==> config.mk <==
export PLATFORM = sky130hd
export DESIGN_NAME = differential_drive_pid_step
export DESIGN_NICKNAME = d
export VERILOG_FILES = /design/src/hw/rtl/ddps_pkg.sv /design/src/hw/rtl/differential_drive_pid_step.sv /design/src/hw/rtl/ddps_track.sv /design/src/hw/rtl/ddps_drive.sv
export SDC_FILE = /design/constraint.sdc
export NUM_CORES = 2
export LEC_CHECK = 0
export BUFFER_PORTS_ARGS = -buffer_cell sky130_fd_sc_hd__buf_2
export CAP_MARGIN = 5
export CELL_PAD_IN_SITES_DETAIL_PLACEMENT = 0
export CELL_PAD_IN_SITES_GLOBAL_PLACEMENT = 1
export CORE_MARGIN = 5
export CORE_UTILIZATION = 33
export DETAILED_ROUTE_END_ITERATION = 6
export PLACE_DENSITY = 0.63
export SETUP_SLACK_MARGIN = 0.1
export SLEW_MARGIN = 0
export SYNTH_ARGS = -nofsm -noshare
export SYNTH_HDL_FRONTEND = slang
export SYNTH_HIERARCHICAL = 1
export SYNTH_SLANG_ARGS = --single-unit
==> constraint.sdc <==
create_clock -name clk -period 13.3 [get_ports clk]
set_input_delay 0.665 -clock clk [delete_from_list [all_inputs] [get_ports clk]]
set_output_delay 0.665 -clock clk [all_outputs]
set_load 0.05 [all_outputs]
==> src/hw/rtl/ddps_pkg.sv <==
// ----------------------------------------------------------------------------
// ddps_pkg
// Shared constants, codes and types of the differential drive PID step.
// ----------------------------------------------------------------------------
`default_nettype none

package ddps_pkg;

  localparam int ENCODER_BITS_DEF = 20;

  localparam int MODE_W   = 2;
  localparam int TARGET_W = 20;
  localparam int VEL_W    = 10;
  localparam int TIME_W   = 16;
  localparam int GYRO_W   = 16;
  localparam int POT_W    = 12;
  localparam int DRIVE_W  = 14;
  localparam int CAT_W    = 8;
  localparam int STATUS_W = 2;
  localparam int INTEG_W  = 16;
  localparam int FRAC_W   = 24;

  // Q0.24 gains
  localparam logic [22:0] GAIN_KP      = 23'd5033165;
  localparam logic [10:0] GAIN_KI      = 11'd1678;
  localparam logic [22:0] GAIN_KD      = 23'd2852127;
  localparam logic [22:0] GAIN_KP_TURN = 23'd2768241;
  localparam logic [22:0] GAIN_KD_TURN = 23'd1677722;
  localparam logic [21:0] GAIN_DRIFT   = 22'd2516582;

  // product widths
  localparam int P_W = 43;
  localparam int I_W = 27;
  localparam int D_W = 45;

  localparam int                  INT_ZONE      = 137;
  localparam logic [INTEG_W-1:0]  INT_LIMIT     = 16'd50000;
  localparam int                  STOP_ERROR    = 25;
  localparam logic [POT_W-1:0]    POT_THRESHOLD = 12'd960;
  localparam logic [CAT_W-1:0]    RELOAD_SPEED  = 8'd200;
  localparam int                  DRIVE_LIMIT   = 8191;
  localparam logic [VEL_W-1:0]    VEL_RESET     = 10'd200;

  localparam logic [MODE_W-1:0] MODE_FWD   = 2'd0;
  localparam logic [MODE_W-1:0] MODE_BACK  = 2'd1;
  localparam logic [MODE_W-1:0] MODE_LEFT  = 2'd2;
  localparam logic [MODE_W-1:0] MODE_RIGHT = 2'd3;

  localparam logic [STATUS_W-1:0] ST_RUN     = 2'd0;
  localparam logic [STATUS_W-1:0] ST_REACHED = 2'd1;
  localparam logic [STATUS_W-1:0] ST_TIMEOUT = 2'd2;

  localparam logic OP_START = 1'b0;
  localparam logic OP_TICK  = 1'b1;

  localparam logic [1:0] REG_MODE    = 2'd0;
  localparam logic [1:0] REG_TARGET  = 2'd1;
  localparam logic [1:0] REG_MAX_VEL = 2'd2;
  localparam logic [1:0] REG_TIMEOUT = 2'd3;

  typedef struct packed {
    logic [MODE_W-1:0]   mode;
    logic [TARGET_W-1:0] target_count;
    logic [VEL_W-1:0]    max_velocity;
    logic [TIME_W-1:0]   timeout_ms;
  } cfg_t;

  typedef struct packed {
    logic                 run;
    logic                 reload;
    logic [STATUS_W-1:0]  status;
    logic [P_W-1:0]       p_prod;
    logic [I_W-1:0]       i_prod;
    logic signed [D_W-1:0] d_prod;
  } stage_t;

endpackage

`default_nettype wire

==> src/hw/rtl/differential_drive_pid_step.sv <==
// ----------------------------------------------------------------------------
// differential_drive_pid_step
// PID move controller for a differential drive with integral zone, drift
// correction and catapult reload.
//
// Item channel (item_valid/item_ready): one beat per 50 Hz tick with op,
// encoder sums, gyro heading, catapult pot and elapsed time; op = 0 starts
// a move and clears the integrator, previous error and finish code.
// Result channel (result_valid/result_ready): one beat per item with the
// left/right drive, catapult drive and status.
// Throughput is one beat per cycle unless result_ready stalls. Stages: input
// register, product register (gain multipliers) and result register.
// Each stage holds its beat while the next one is full, so the block keeps
// taking beats while a result waits until all three stages are occupied.
// Reset empties the pipeline and returns the controller and registers to
// their defaults (max_velocity 200). Configure over APB only while idle.
// ----------------------------------------------------------------------------
`default_nettype none

module differential_drive_pid_step #(
  parameter int ENCODER_BITS = ddps_pkg::ENCODER_BITS_DEF
) (
  input  wire                                 clk,
  input  wire                                 rst,
  input  wire                                 psel,
  input  wire                                 penable,
  input  wire                                 pwrite,
  input  wire [3:0]                           paddr,
  input  wire [31:0]                          pwdata,
  output logic [31:0]                         prdata,
  output logic                                pready,
  input  wire                                 item_valid,
  output logic                                item_ready,
  input  wire                                 op,
  input  wire [ENCODER_BITS-1:0]              left_sum,
  input  wire [ENCODER_BITS-1:0]              right_sum,
  input  wire signed [ddps_pkg::GYRO_W-1:0]   gyro_reading,
  input  wire [ddps_pkg::POT_W-1:0]           catapult_pot,
  input  wire [ddps_pkg::TIME_W-1:0]          elapsed_ms,
  output logic                                result_valid,
  input  wire                                 result_ready,
  output logic signed [ddps_pkg::DRIVE_W-1:0] left_drive,
  output logic signed [ddps_pkg::DRIVE_W-1:0] right_drive,
  output logic [ddps_pkg::CAT_W-1:0]          catapult_drive,
  output logic [ddps_pkg::STATUS_W-1:0]       status
);
  import ddps_pkg::*;

  localparam int DRIFT_W = ((ENCODER_BITS + 1) > 16) ? (ENCODER_BITS + 1) : 16;
  localparam int PD_W    = DRIFT_W + 23;

  cfg_t                   cfg;
  logic                   cfg_wr;
  logic                   take;
  logic                   stage_valid;
  stage_t                 stage;
  logic signed [PD_W-1:0] drift_prod;

  assign pready = 1'b1;
  assign cfg_wr = psel && penable && pwrite;

  always_ff @(posedge clk) begin
    if (rst) begin
      cfg.mode         <= MODE_FWD;
      cfg.target_count <= '0;
      cfg.max_velocity <= VEL_RESET;
      cfg.timeout_ms   <= '0;
    end else if (cfg_wr) begin
      unique case (paddr[3:2])
        REG_MODE:    cfg.mode         <= pwdata[MODE_W-1:0];
        REG_TARGET:  cfg.target_count <= pwdata[TARGET_W-1:0];
        REG_MAX_VEL: cfg.max_velocity <= pwdata[VEL_W-1:0];
        REG_TIMEOUT: cfg.timeout_ms   <= pwdata[TIME_W-1:0];
        default:     cfg.mode         <= cfg.mode;
      endcase
    end
  end

  always_comb begin
    unique case (paddr[3:2])
      REG_MODE:    prdata = 32'(cfg.mode);
      REG_TARGET:  prdata = 32'(cfg.target_count);
      REG_MAX_VEL: prdata = 32'(cfg.max_velocity);
      REG_TIMEOUT: prdata = 32'(cfg.timeout_ms);
      default:     prdata = '0;
    endcase
  end

  ddps_track #(
    .ENCODER_BITS(ENCODER_BITS)
  ) u_track (
    .clk         (clk),
    .rst         (rst),
    .cfg         (cfg),
    .item_valid  (item_valid),
    .item_ready  (item_ready),
    .op          (op),
    .left_sum    (left_sum),
    .right_sum   (right_sum),
    .gyro_reading(gyro_reading),
    .catapult_pot(catapult_pot),
    .elapsed_ms  (elapsed_ms),
    .take        (take),
    .stage_valid (stage_valid),
    .stage       (stage),
    .drift_prod  (drift_prod)
  );

  ddps_drive #(
    .ENCODER_BITS(ENCODER_BITS)
  ) u_drive (
    .clk           (clk),
    .rst           (rst),
    .mode          (cfg.mode),
    .max_velocity  (cfg.max_velocity),
    .stage_valid   (stage_valid),
    .stage         (stage),
    .drift_prod    (drift_prod),
    .take          (take),
    .result_valid  (result_valid),
    .result_ready  (result_ready),
    .left_drive    (left_drive),
    .right_drive   (right_drive),
    .catapult_drive(catapult_drive),
    .status        (status)
  );

`ifndef SYNTH
  // a finished move drives nothing
  a_idle_drives: assert property (@(posedge clk) disable iff (rst)
    result_valid && (status != ST_RUN) |->
      (left_drive == 0) && (right_drive == 0) && (catapult_drive == 0))
    else $error("drive active with move finished");

  a_cat_levels: assert property (@(posedge clk) disable iff (rst)
    result_valid |-> (catapult_drive == 0) || (catapult_drive == RELOAD_SPEED))
    else $error("catapult drive off its two levels");

  a_drive_sat: assert property (@(posedge clk) disable iff (rst)
    result_valid |-> (left_drive != 14'sh2000) && (right_drive != 14'sh2000))
    else $error("drive outside saturation range");

  a_reset_empty: assert property (@(posedge clk)
    rst |=> !result_valid)
    else $error("result beat right after reset");
`endif

endmodule

`default_nettype wire

==> src/hw/rtl/ddps_track.sv <==
// ----------------------------------------------------------------------------
// ddps_track
// Input register, error and stop decision, integrator state and the
// gain products, registered for the drive stage.
// ----------------------------------------------------------------------------
`default_nettype none

module ddps_track #(
  parameter int ENCODER_BITS = ddps_pkg::ENCODER_BITS_DEF,
  localparam int DRIFT_W = ((ENCODER_BITS + 1) > 16) ? (ENCODER_BITS + 1) : 16,
  localparam int PD_W    = DRIFT_W + 23
) (
  input  wire                              clk,
  input  wire                              rst,
  input  ddps_pkg::cfg_t                   cfg,
  input  wire                              item_valid,
  output logic                             item_ready,
  input  wire                              op,
  input  wire [ENCODER_BITS-1:0]           left_sum,
  input  wire [ENCODER_BITS-1:0]           right_sum,
  input  wire signed [ddps_pkg::GYRO_W-1:0] gyro_reading,
  input  wire [ddps_pkg::POT_W-1:0]        catapult_pot,
  input  wire [ddps_pkg::TIME_W-1:0]       elapsed_ms,
  input  wire                              take,
  output logic                             stage_valid,
  output ddps_pkg::stage_t                 stage,
  output logic signed [PD_W-1:0]           drift_prod
);
  import ddps_pkg::*;

  localparam int ERR_W = ((ENCODER_BITS > TARGET_W) ? ENCODER_BITS : TARGET_W) + 2;

  // input register
  logic                     r_valid;
  logic                     r_op;
  logic [ENCODER_BITS-1:0]  r_lsum;
  logic [ENCODER_BITS-1:0]  r_rsum;
  logic signed [GYRO_W-1:0] r_gyro;
  logic [POT_W-1:0]         r_pot;
  logic [TIME_W-1:0]        r_elapsed;

  // controller state
  logic [INTEG_W-1:0]  integ;
  logic [TARGET_W-1:0] prev;
  logic [STATUS_W-1:0] fin;

  logic s_adv, fire;

  logic                     turning;
  logic signed [GYRO_W:0]   gx;
  logic [GYRO_W:0]          gyro_abs;
  logic [ENCODER_BITS-1:0]  half_sum;
  logic signed [ERR_W-1:0]  err_straight, err_turn, err;
  logic                     stop, timeout, in_zone;
  logic [TARGET_W-1:0]      e_pos;
  logic [INTEG_W:0]         integ_sum;
  logic [INTEG_W-1:0]       integ_next;
  logic signed [TARGET_W:0] diff;
  logic [22:0]              kp, kd;
  logic signed [DRIFT_W-1:0] drift;
  ddps_pkg::stage_t         stage_next;
  logic signed [PD_W-1:0]   pd_next;

  assign s_adv      = !stage_valid || take;
  assign item_ready = !r_valid || s_adv;
  assign fire       = r_valid && s_adv;

  always_comb begin
    turning  = cfg.mode[1];
    gx       = (GYRO_W+1)'(r_gyro);
    gyro_abs = r_gyro[GYRO_W-1] ? (GYRO_W+1)'(-gx) : (GYRO_W+1)'(gx);
    half_sum = (r_lsum >> 1) + (r_rsum >> 1);

    err_straight = $signed(ERR_W'(cfg.target_count)) - $signed(ERR_W'(half_sum));
    err_turn     = $signed(ERR_W'(cfg.target_count)) - $signed(ERR_W'(gyro_abs));
    err          = turning ? err_turn : err_straight;

    stop    = err < $signed(ERR_W'(STOP_ERROR));
    timeout = r_elapsed >= cfg.timeout_ms;
    // on the running path err lies in [25, target_count]
    e_pos   = err[TARGET_W-1:0];
    in_zone = err < $signed(ERR_W'(INT_ZONE));

    integ_sum = (INTEG_W+1)'(integ) + (INTEG_W+1)'(e_pos[7:0]);
    if (!in_zone) begin
      integ_next = '0;
    end else if (integ_sum > (INTEG_W+1)'(INT_LIMIT)) begin
      integ_next = INT_LIMIT;
    end else begin
      integ_next = integ_sum[INTEG_W-1:0];
    end

    diff = $signed({1'b0, e_pos}) - $signed({1'b0, prev});
    kp   = turning ? GAIN_KP_TURN : GAIN_KP;
    kd   = turning ? GAIN_KD_TURN : GAIN_KD;

    if (turning) begin
      drift = $signed(DRIFT_W'(r_lsum)) - $signed(DRIFT_W'(r_rsum));
    end else begin
      drift = DRIFT_W'(r_gyro);
    end

    stage_next.p_prod = kp * e_pos;
    stage_next.i_prod = GAIN_KI * integ_next;
    stage_next.d_prod = $signed({1'b0, kd}) * diff;
    pd_next           = $signed({1'b0, GAIN_DRIFT}) * drift;

    stage_next.reload = r_pot > POT_THRESHOLD;
    stage_next.run    = 1'b0;
    priority if (r_op == OP_START) begin
      stage_next.status = ST_RUN;
    end else if (fin != ST_RUN) begin
      stage_next.status = fin;
    end else if (stop) begin
      stage_next.status = ST_REACHED;
    end else if (timeout) begin
      stage_next.status = ST_TIMEOUT;
    end else begin
      stage_next.status = ST_RUN;
      stage_next.run    = 1'b1;
    end
  end

  always_ff @(posedge clk) begin
    if (rst) begin
      r_valid <= 1'b0;
    end else if (item_ready) begin
      r_valid <= item_valid;
    end
    if (item_valid && item_ready) begin
      r_op      <= op;
      r_lsum    <= left_sum;
      r_rsum    <= right_sum;
      r_gyro    <= gyro_reading;
      r_pot     <= catapult_pot;
      r_elapsed <= elapsed_ms;
    end
  end

  always_ff @(posedge clk) begin
    if (rst) begin
      stage_valid <= 1'b0;
    end else if (s_adv) begin
      stage_valid <= r_valid;
    end
    if (fire) begin
      stage      <= stage_next;
      drift_prod <= pd_next;
    end
  end

  always_ff @(posedge clk) begin
    if (rst) begin
      integ <= '0;
      prev  <= '0;
      fin   <= ST_RUN;
    end else if (fire) begin
      priority if (r_op == OP_START) begin
        integ <= '0;
        prev  <= '0;
        fin   <= ST_RUN;
      end else if (fin != ST_RUN) begin
        fin <= fin;
      end else if (stop) begin
        fin <= ST_REACHED;
      end else if (timeout) begin
        fin <= ST_TIMEOUT;
      end else begin
        integ <= integ_next;
        prev  <= e_pos;
      end
    end
  end

endmodule

`default_nettype wire

==> src/hw/rtl/ddps_drive.sv <==
// ----------------------------------------------------------------------------
// ddps_drive
// Sums the PID products, clamps to max velocity, mixes in drift and
// registers the left, right and catapult commands.
// ----------------------------------------------------------------------------
`default_nettype none

module ddps_drive #(
  parameter int ENCODER_BITS = ddps_pkg::ENCODER_BITS_DEF,
  localparam int DRIFT_W = ((ENCODER_BITS + 1) > 16) ? (ENCODER_BITS + 1) : 16,
  localparam int PD_W    = DRIFT_W + 23
) (
  input  wire                                clk,
  input  wire                                rst,
  input  wire [ddps_pkg::MODE_W-1:0]         mode,
  input  wire [ddps_pkg::VEL_W-1:0]          max_velocity,
  input  wire                                stage_valid,
  input  ddps_pkg::stage_t                   stage,
  input  wire signed [PD_W-1:0]              drift_prod,
  output logic                               take,
  output logic                               result_valid,
  input  wire                                result_ready,
  output logic signed [ddps_pkg::DRIVE_W-1:0] left_drive,
  output logic signed [ddps_pkg::DRIVE_W-1:0] right_drive,
  output logic [ddps_pkg::CAT_W-1:0]         catapult_drive,
  output logic [ddps_pkg::STATUS_W-1:0]      status
);
  import ddps_pkg::*;

  localparam int SUM_W = D_W + 1;
  localparam int FV_W  = SUM_W - FRAC_W;
  localparam int LW    = ((PD_W > (VEL_W + 1 + FRAC_W)) ? PD_W : (VEL_W + 1 + FRAC_W)) + 1;
  localparam int TW    = LW - FRAC_W;
  localparam logic signed [TW-1:0] DMAX = TW'(DRIVE_LIMIT);

  // truncate Q24 toward zero, then saturate to the drive range
  function automatic logic signed [DRIVE_W-1:0] to_drive(input logic signed [LW-1:0] q);
    logic signed [TW-1:0] t;
    t = q[LW-1:FRAC_W];
    if (q[LW-1] && (|q[FRAC_W-1:0])) begin
      t = t + TW'(1);
    end
    if (t > DMAX) begin
      t = DMAX;
    end else if (t < -DMAX) begin
      t = -DMAX;
    end
    return DRIVE_W'(t);
  endfunction

  logic signed [SUM_W-1:0] sum;
  logic signed [FV_W-1:0]  fv_full, vmax;
  logic signed [VEL_W:0]   fv;
  logic signed [LW-1:0]    fl, pd_x, l_q, r_q;
  logic                    l_neg, r_neg;

  assign take = !result_valid || result_ready;

  always_comb begin
    sum = $signed(SUM_W'(stage.p_prod)) + $signed(SUM_W'(stage.i_prod))
        + SUM_W'(stage.d_prod);
    fv_full = sum[SUM_W-1:FRAC_W];
    if (sum[SUM_W-1] && (|sum[FRAC_W-1:0])) begin
      fv_full = fv_full + FV_W'(1);
    end
    vmax = $signed(FV_W'(max_velocity));
    if (fv_full > vmax) begin
      fv = (VEL_W+1)'(vmax);
    end else if (fv_full < -vmax) begin
      fv = (VEL_W+1)'(-vmax);
    end else begin
      fv = (VEL_W+1)'(fv_full);
    end

    fl    = LW'(fv) <<< FRAC_W;
    pd_x  = LW'(drift_prod);
    l_neg = (mode == MODE_BACK) || (mode == MODE_LEFT);
    r_neg = (mode == MODE_BACK) || (mode == MODE_RIGHT);
    l_q   = (l_neg ? -fl : fl) - pd_x;
    r_q   = (r_neg ? -fl : fl) + pd_x;
  end

  always_ff @(posedge clk) begin
    if (rst) begin
      result_valid <= 1'b0;
    end else if (take) begin
      result_valid <= stage_valid;
    end
    if (take && stage_valid) begin
      status <= stage.status;
      if (stage.run) begin
        left_drive     <= to_drive(l_q);
        right_drive    <= to_drive(r_q);
        catapult_drive <= stage.reload ? RELOAD_SPEED : '0;
      end else begin
        left_drive     <= '0;
        right_drive    <= '0;
        catapult_drive <= '0;
      end
    end
  end

endmodule

`default_nettype wire

==> metrics.md <==
| Metric | Value |
|---|---|
| GPL Wtd Cong | between 0.9 and 1 |
| F_max | about 0.069 GHz |
| Syn Inst Count | 6673 |
| Synth Area in XOR/XNOR | 5.34% |
| Post-synthesis simple-gate area fraction | 11.1% |
| Unique cell type count in the Yosys netlist | about 130 |
| Final Max Tran Viols | 0 |
| GRT Total Usage | 19.7% |
| Crit path from | u_track/stage[46]$_DFFE_PP_ |
| First-pass GRT wire length | just over 300000 um |
| Worst setup margin | -1.14 ns |
| Layout area overhead | 18.5% |
| Initial antenna violation count | 4 |
| Yosys Warn Count | 6 |
| Post-Synth Adder-Cell Area | 42.7% |
| Min Tclk post-route | roughly 14 ns |
| Asr flop ratio synth | 0% |
| Final setup viols | 28 |
| Critical Path AT | roughly 15 ns |
| Chip width | 445 um |
| Final hold vios | 0 |
| H-Tree Depth | 2 |
| Run status | complete, but fails checks |
| # IOs | 201 |
| Post-Syn Area per Cell | 9.36 sq um |
| Routed len/inst | ~20 um |
| #FFs+latches synth | between 300 and 400 |
| Die Y-Extent | between 400 and 500 um |
| Tcrit/Tclk final | 109% |
| Skew-Pair Late Insertion Delay | around 0.64 ns |
| CTS max path bufs | 3 |
| Hpwl dp | 172000 um |
| Worst path buffer plus inverter count | 5 |
| Antenna viol nets, final | 0 |
| Multiplexer area fraction after synthesis | roughly 1.6% |
| Die area | between 0.15 and 0.2 sq mm |
| Design area | around 0.074 sq mm |
| Largest net degree at the start of global routing | between 70 and 80 |
| Hold Crit Class | in2reg |
| Skew final | between 0.03 and 0.04 ns |
| Vias in the first global route | a little over 50k |
| Fill cells | approximately 19k |
| DRT Pass-1 Iters | 7 |
| CTS tree | done |
| Clock Pin Slew Worst Setup and Hold Paths | 0.06 ns |
| Worst EP required | about 14 ns |
| Clock root cell | clkbuf_16 |
| Failing checks | negative setup slack |
| DRT Wirelength | slightly below 200000 um |
| Worst Tran Pin Value | 1.11 ns |
| Slowest stage delay, CP | around 0.55 ns |
| Maxcap violations | 0 |
| Seq/Total Area, Yosys | 16.1% |
| Cell count along the critical path | ~70 |
| Post-synth EDFFs | 276 |
| Core ar. | about 0.19 sq mm |
| Layout cells sized above 1 | between 15 and 20% |
| Final nets | 9339 |
| Reg2reg path depth | 72 |
| CTS buffer count | 45 |
| Kind of critical path | reg2reg |
| Iteration-0 DRC count of the detailed router | roughly 2.9k |
| Setup slack, reg-to-reg | -1.14 ns |
| Port-buffer cells | 168 |
| CTS hold repair buffers | 0 |
| RSZ-0062 raised after global routing | yes |
| Main combinational cell family by area after synthesis | adder cells |
| Mapped Area | around 0.062 sq mm |
| CP Max Fanout | 7 |
| GRT overflow | 0 |
| Critical path's slowest cell | a2111o_1 |
| Initial core utilization | between 30 and 40% |
| Post-placement cell area | about 0.071 sq mm |
| Ys flop type | edfxtp_1 |
| R2R Path Start | u_track/stage[46]$_DFFE_PP_ |
| Worst flop-to-flop path endpoint | u_drive/left_drive[1]$_SDFFCE_PN0P_ |
| Slew Limit Headroom | between 20% and 30% |
| Num Clock Sinks | 365 |
| Worst Setup EP | u_drive/left_drive[1]$_SDFFCE_PN0P_ |
| Crit path max-delay family | compound AO/OA/AOI/OAI gates |
| CP Capture Type | register |
| Drc violations | 0 |
| Via density | between 4 and 5 |
| Compound-gate portion of the synthesized area | 13.7% |
| Vias | between 40k and 50k |
| Crit start category | register |
| Rows | roughly 160 |
| Top cell by count, worst path | a21oi_2 |
[worst reg2reg max path: cells and delay by family, from the launching register on]
kind / cells / cell delay, ns
adder cells (fa/ha/maj): 4 / 1.21
flip-flops: 1 / 0.43
multiplexers: 3 / 0.67
AO/OA/AOI/OAI: 40 / 6.68
buffers and inverters: 5 / 0.76
XOR/XNOR: 3 / 0.54
AND/OR/NAND/NOR: 17 / 3.86
[layout make-up]
cell class / instances / area (sq um) / share of cell area (%)
tap: 2495 / 3120 / 4.22
clock buffer: 55 / 1190 / 1.61
sequential: 365 / 10100 / 13.6
timing repair buffer: 888 / 6410 / 8.65
inverter: 1351 / 5070 / 6.85
multi-input combinational: 4847 / 47800 / 64.6
clock inverter: 28 / 325 / 0.439
antenna: 2 / 5.00 / 0.00676
[sequential cells by signal (all words and copies together) (netlist names), 2 cells and up]
| signal | cells |
|---|---|
| u_track/fin | 2 |
| u_track/r_lsum | 20 |
| u_track/r_gyro | 16 |
| u_track/r_rsum | 20 |
| u_track/r_elapsed | 16 |
| u_track/prev | 20 |
| u_track/integ | 16 |
| u_drive/right_drive | 14 |
| u_drive/left_drive | 14 |
| u_track/stage | 117 |
| cfg | 48 |
| u_drive/status | 2 |
| u_track/r_pot | 12 |
| u_track/drift_prod | 43 |
[logic make-up (layout without fill, tap and decap cells)]
| logic type | count (synthesis) | after routing |
|---|---|---|
| DFF | 365 | 365 |
| adders and majority gates | 1713 | 1713 |
| muxes | 93 | 93 |
| other | 5 | 54 |
| and+or+nand+nor | 1355 | 1355 |
| buffers and inverters | 1508 | 2322 |
| xor gates and xnor gates | 381 | 381 |
| AOI/OAI and AO/OA | 1253 | 1253 |
[cell usage in the layout (no fill, tap or decap), types with 40 or more instances in the layout]
master / n
nand4_1: 50
dfxtp_1: 88
nand3_1: 90
inv_1: 1347
mux2i_1: 72
xnor2_1: 236
nor2b_1: 60
o21ai_1: 40
conb_1: 52
and3_1: 41
o21bai_1: 45
nand2_1: 277
fa_1: 697
o21ai_0: 167
a21o_1: 136
a211oi_1: 45
nor2_1: 340
xor2_1: 126
nor3_1: 85
clkbuf_16: 46
buf_2: 167
ha_1: 1004
o21a_1: 71
edfxtp_1: 276
and2_1: 51
a21oi_1: 299
buf_4: 686
nand2b_1: 122
[stage by stage]
step / std cells / util (%) / setup TNS [ns] / setup slack [ns] / hold WS, ns
finish: 10031 / 39.4 / -27.46 / -1.14 / 0.206
global placement: 9868 / 37.7 / -24.92 / -1.06 / 0.422
CTS: 9999 / 38.9 / -21.69 / -0.934 / 0.156
floorplan: 6720 / - / -7.05 / -0.464 / 0.400
global route: 10029 / 39.4 / -48.31 / -1.93 / 0.163
detailed placement: 9868 / 37.7 / -30.37 / -1.30 / 0.415
[metal layers]
| metal | global-route usage [%] | wire length [um] | up-vias |
|---|---|---|---|
| li1 | - | - | 24019 |
| met1 | 28.1 | 93700 | 24293 |
| met2 | 32.2 | 91200 | 967 |
| met3 | 2.47 | 9240 | 166 |
| met4 | 3.77 | 3950 | 4 |
| met5 | 0 | 23 | - |
[cell usage after synthesis (all sizes together) (13+ instances only)]
master / count / area [sq um]
fa: 700 / 14000
nand3: 97 / 500
o31ai: 27 / 208
or3: 33 / 211
o22ai: 20 / 131
buf: 71 / 482
mux2: 17 / 191
xor2: 132 / 1160
a21o: 138 / 1040
nand3b: 16 / 120
nor3: 95 / 475
nor4: 32 / 236
a2111oi: 17 / 161
or2: 33 / 209
a221oi: 19 / 191
mux2i: 74 / 741
o21ai: 229 / 1180
or4: 15 / 124
a22oi: 20 / 155
inv: 1351 / 5070
nand4: 53 / 350
a31oi: 41 / 263
ha: 1013 / 12700
dfxtp: 89 / 1780
clkbuf: 86 / 325
nand2b: 122 / 763
a21boi: 16 / 124
nor2b: 64 / 410
a211o: 13 / 114
edfxtp: 276 / 8290
and3: 44 / 275
o21a: 72 / 542
nand2: 287 / 1080
a21oi: 334 / 1690
o211ai: 35 / 282
and2: 59 / 372
xnor2: 249 / 2180
o21bai: 45 / 338
a211oi: 77 / 706
and4: 14 / 123
nor2: 353 / 1330
a22o: 19 / 166
[what timing repair did]
| item | CTS | global route |
|---|---|---|
| resized for setup | 100 | 133 |
| setup buffers | 49 | 38 |
| gates cloned | 1 | 1 |
| pin swaps | 72 | 76 |
| setup endpoints to repair | 29 | 38 |
[worst min-delay path by stage]
stage | slack (ns) | cells after the start | startpoint | end
floorplan | 0.40 | 0 | u_track/stage[115]$_SDFFCE_PN0P_ | u_drive/status[0]$_DFFE_PP_
detailed placement | 0.42 | 0 | u_track/stage[115]$_SDFFCE_PN0P_ | u_drive/status[0]$_DFFE_PP_
global placement | 0.42 | 0 | u_track/stage[115]$_SDFFCE_PN0P_ | u_drive/status[0]$_DFFE_PP_
CTS | 0.16 | 1 | right_sum[13] | u_track/r_rsum[13]$_DFFE_PP_
finish | 0.21 | 1 | elapsed_ms[3] | u_track/r_elapsed[3]$_DFFE_PP_
global route | 0.16 | 1 | catapult_pot[5] | u_track/r_pot[5]$_DFFE_PP_
Power is not shown: default switching activity piles up to over one toggle a cycle in this logic, so the estimate is an artifact.
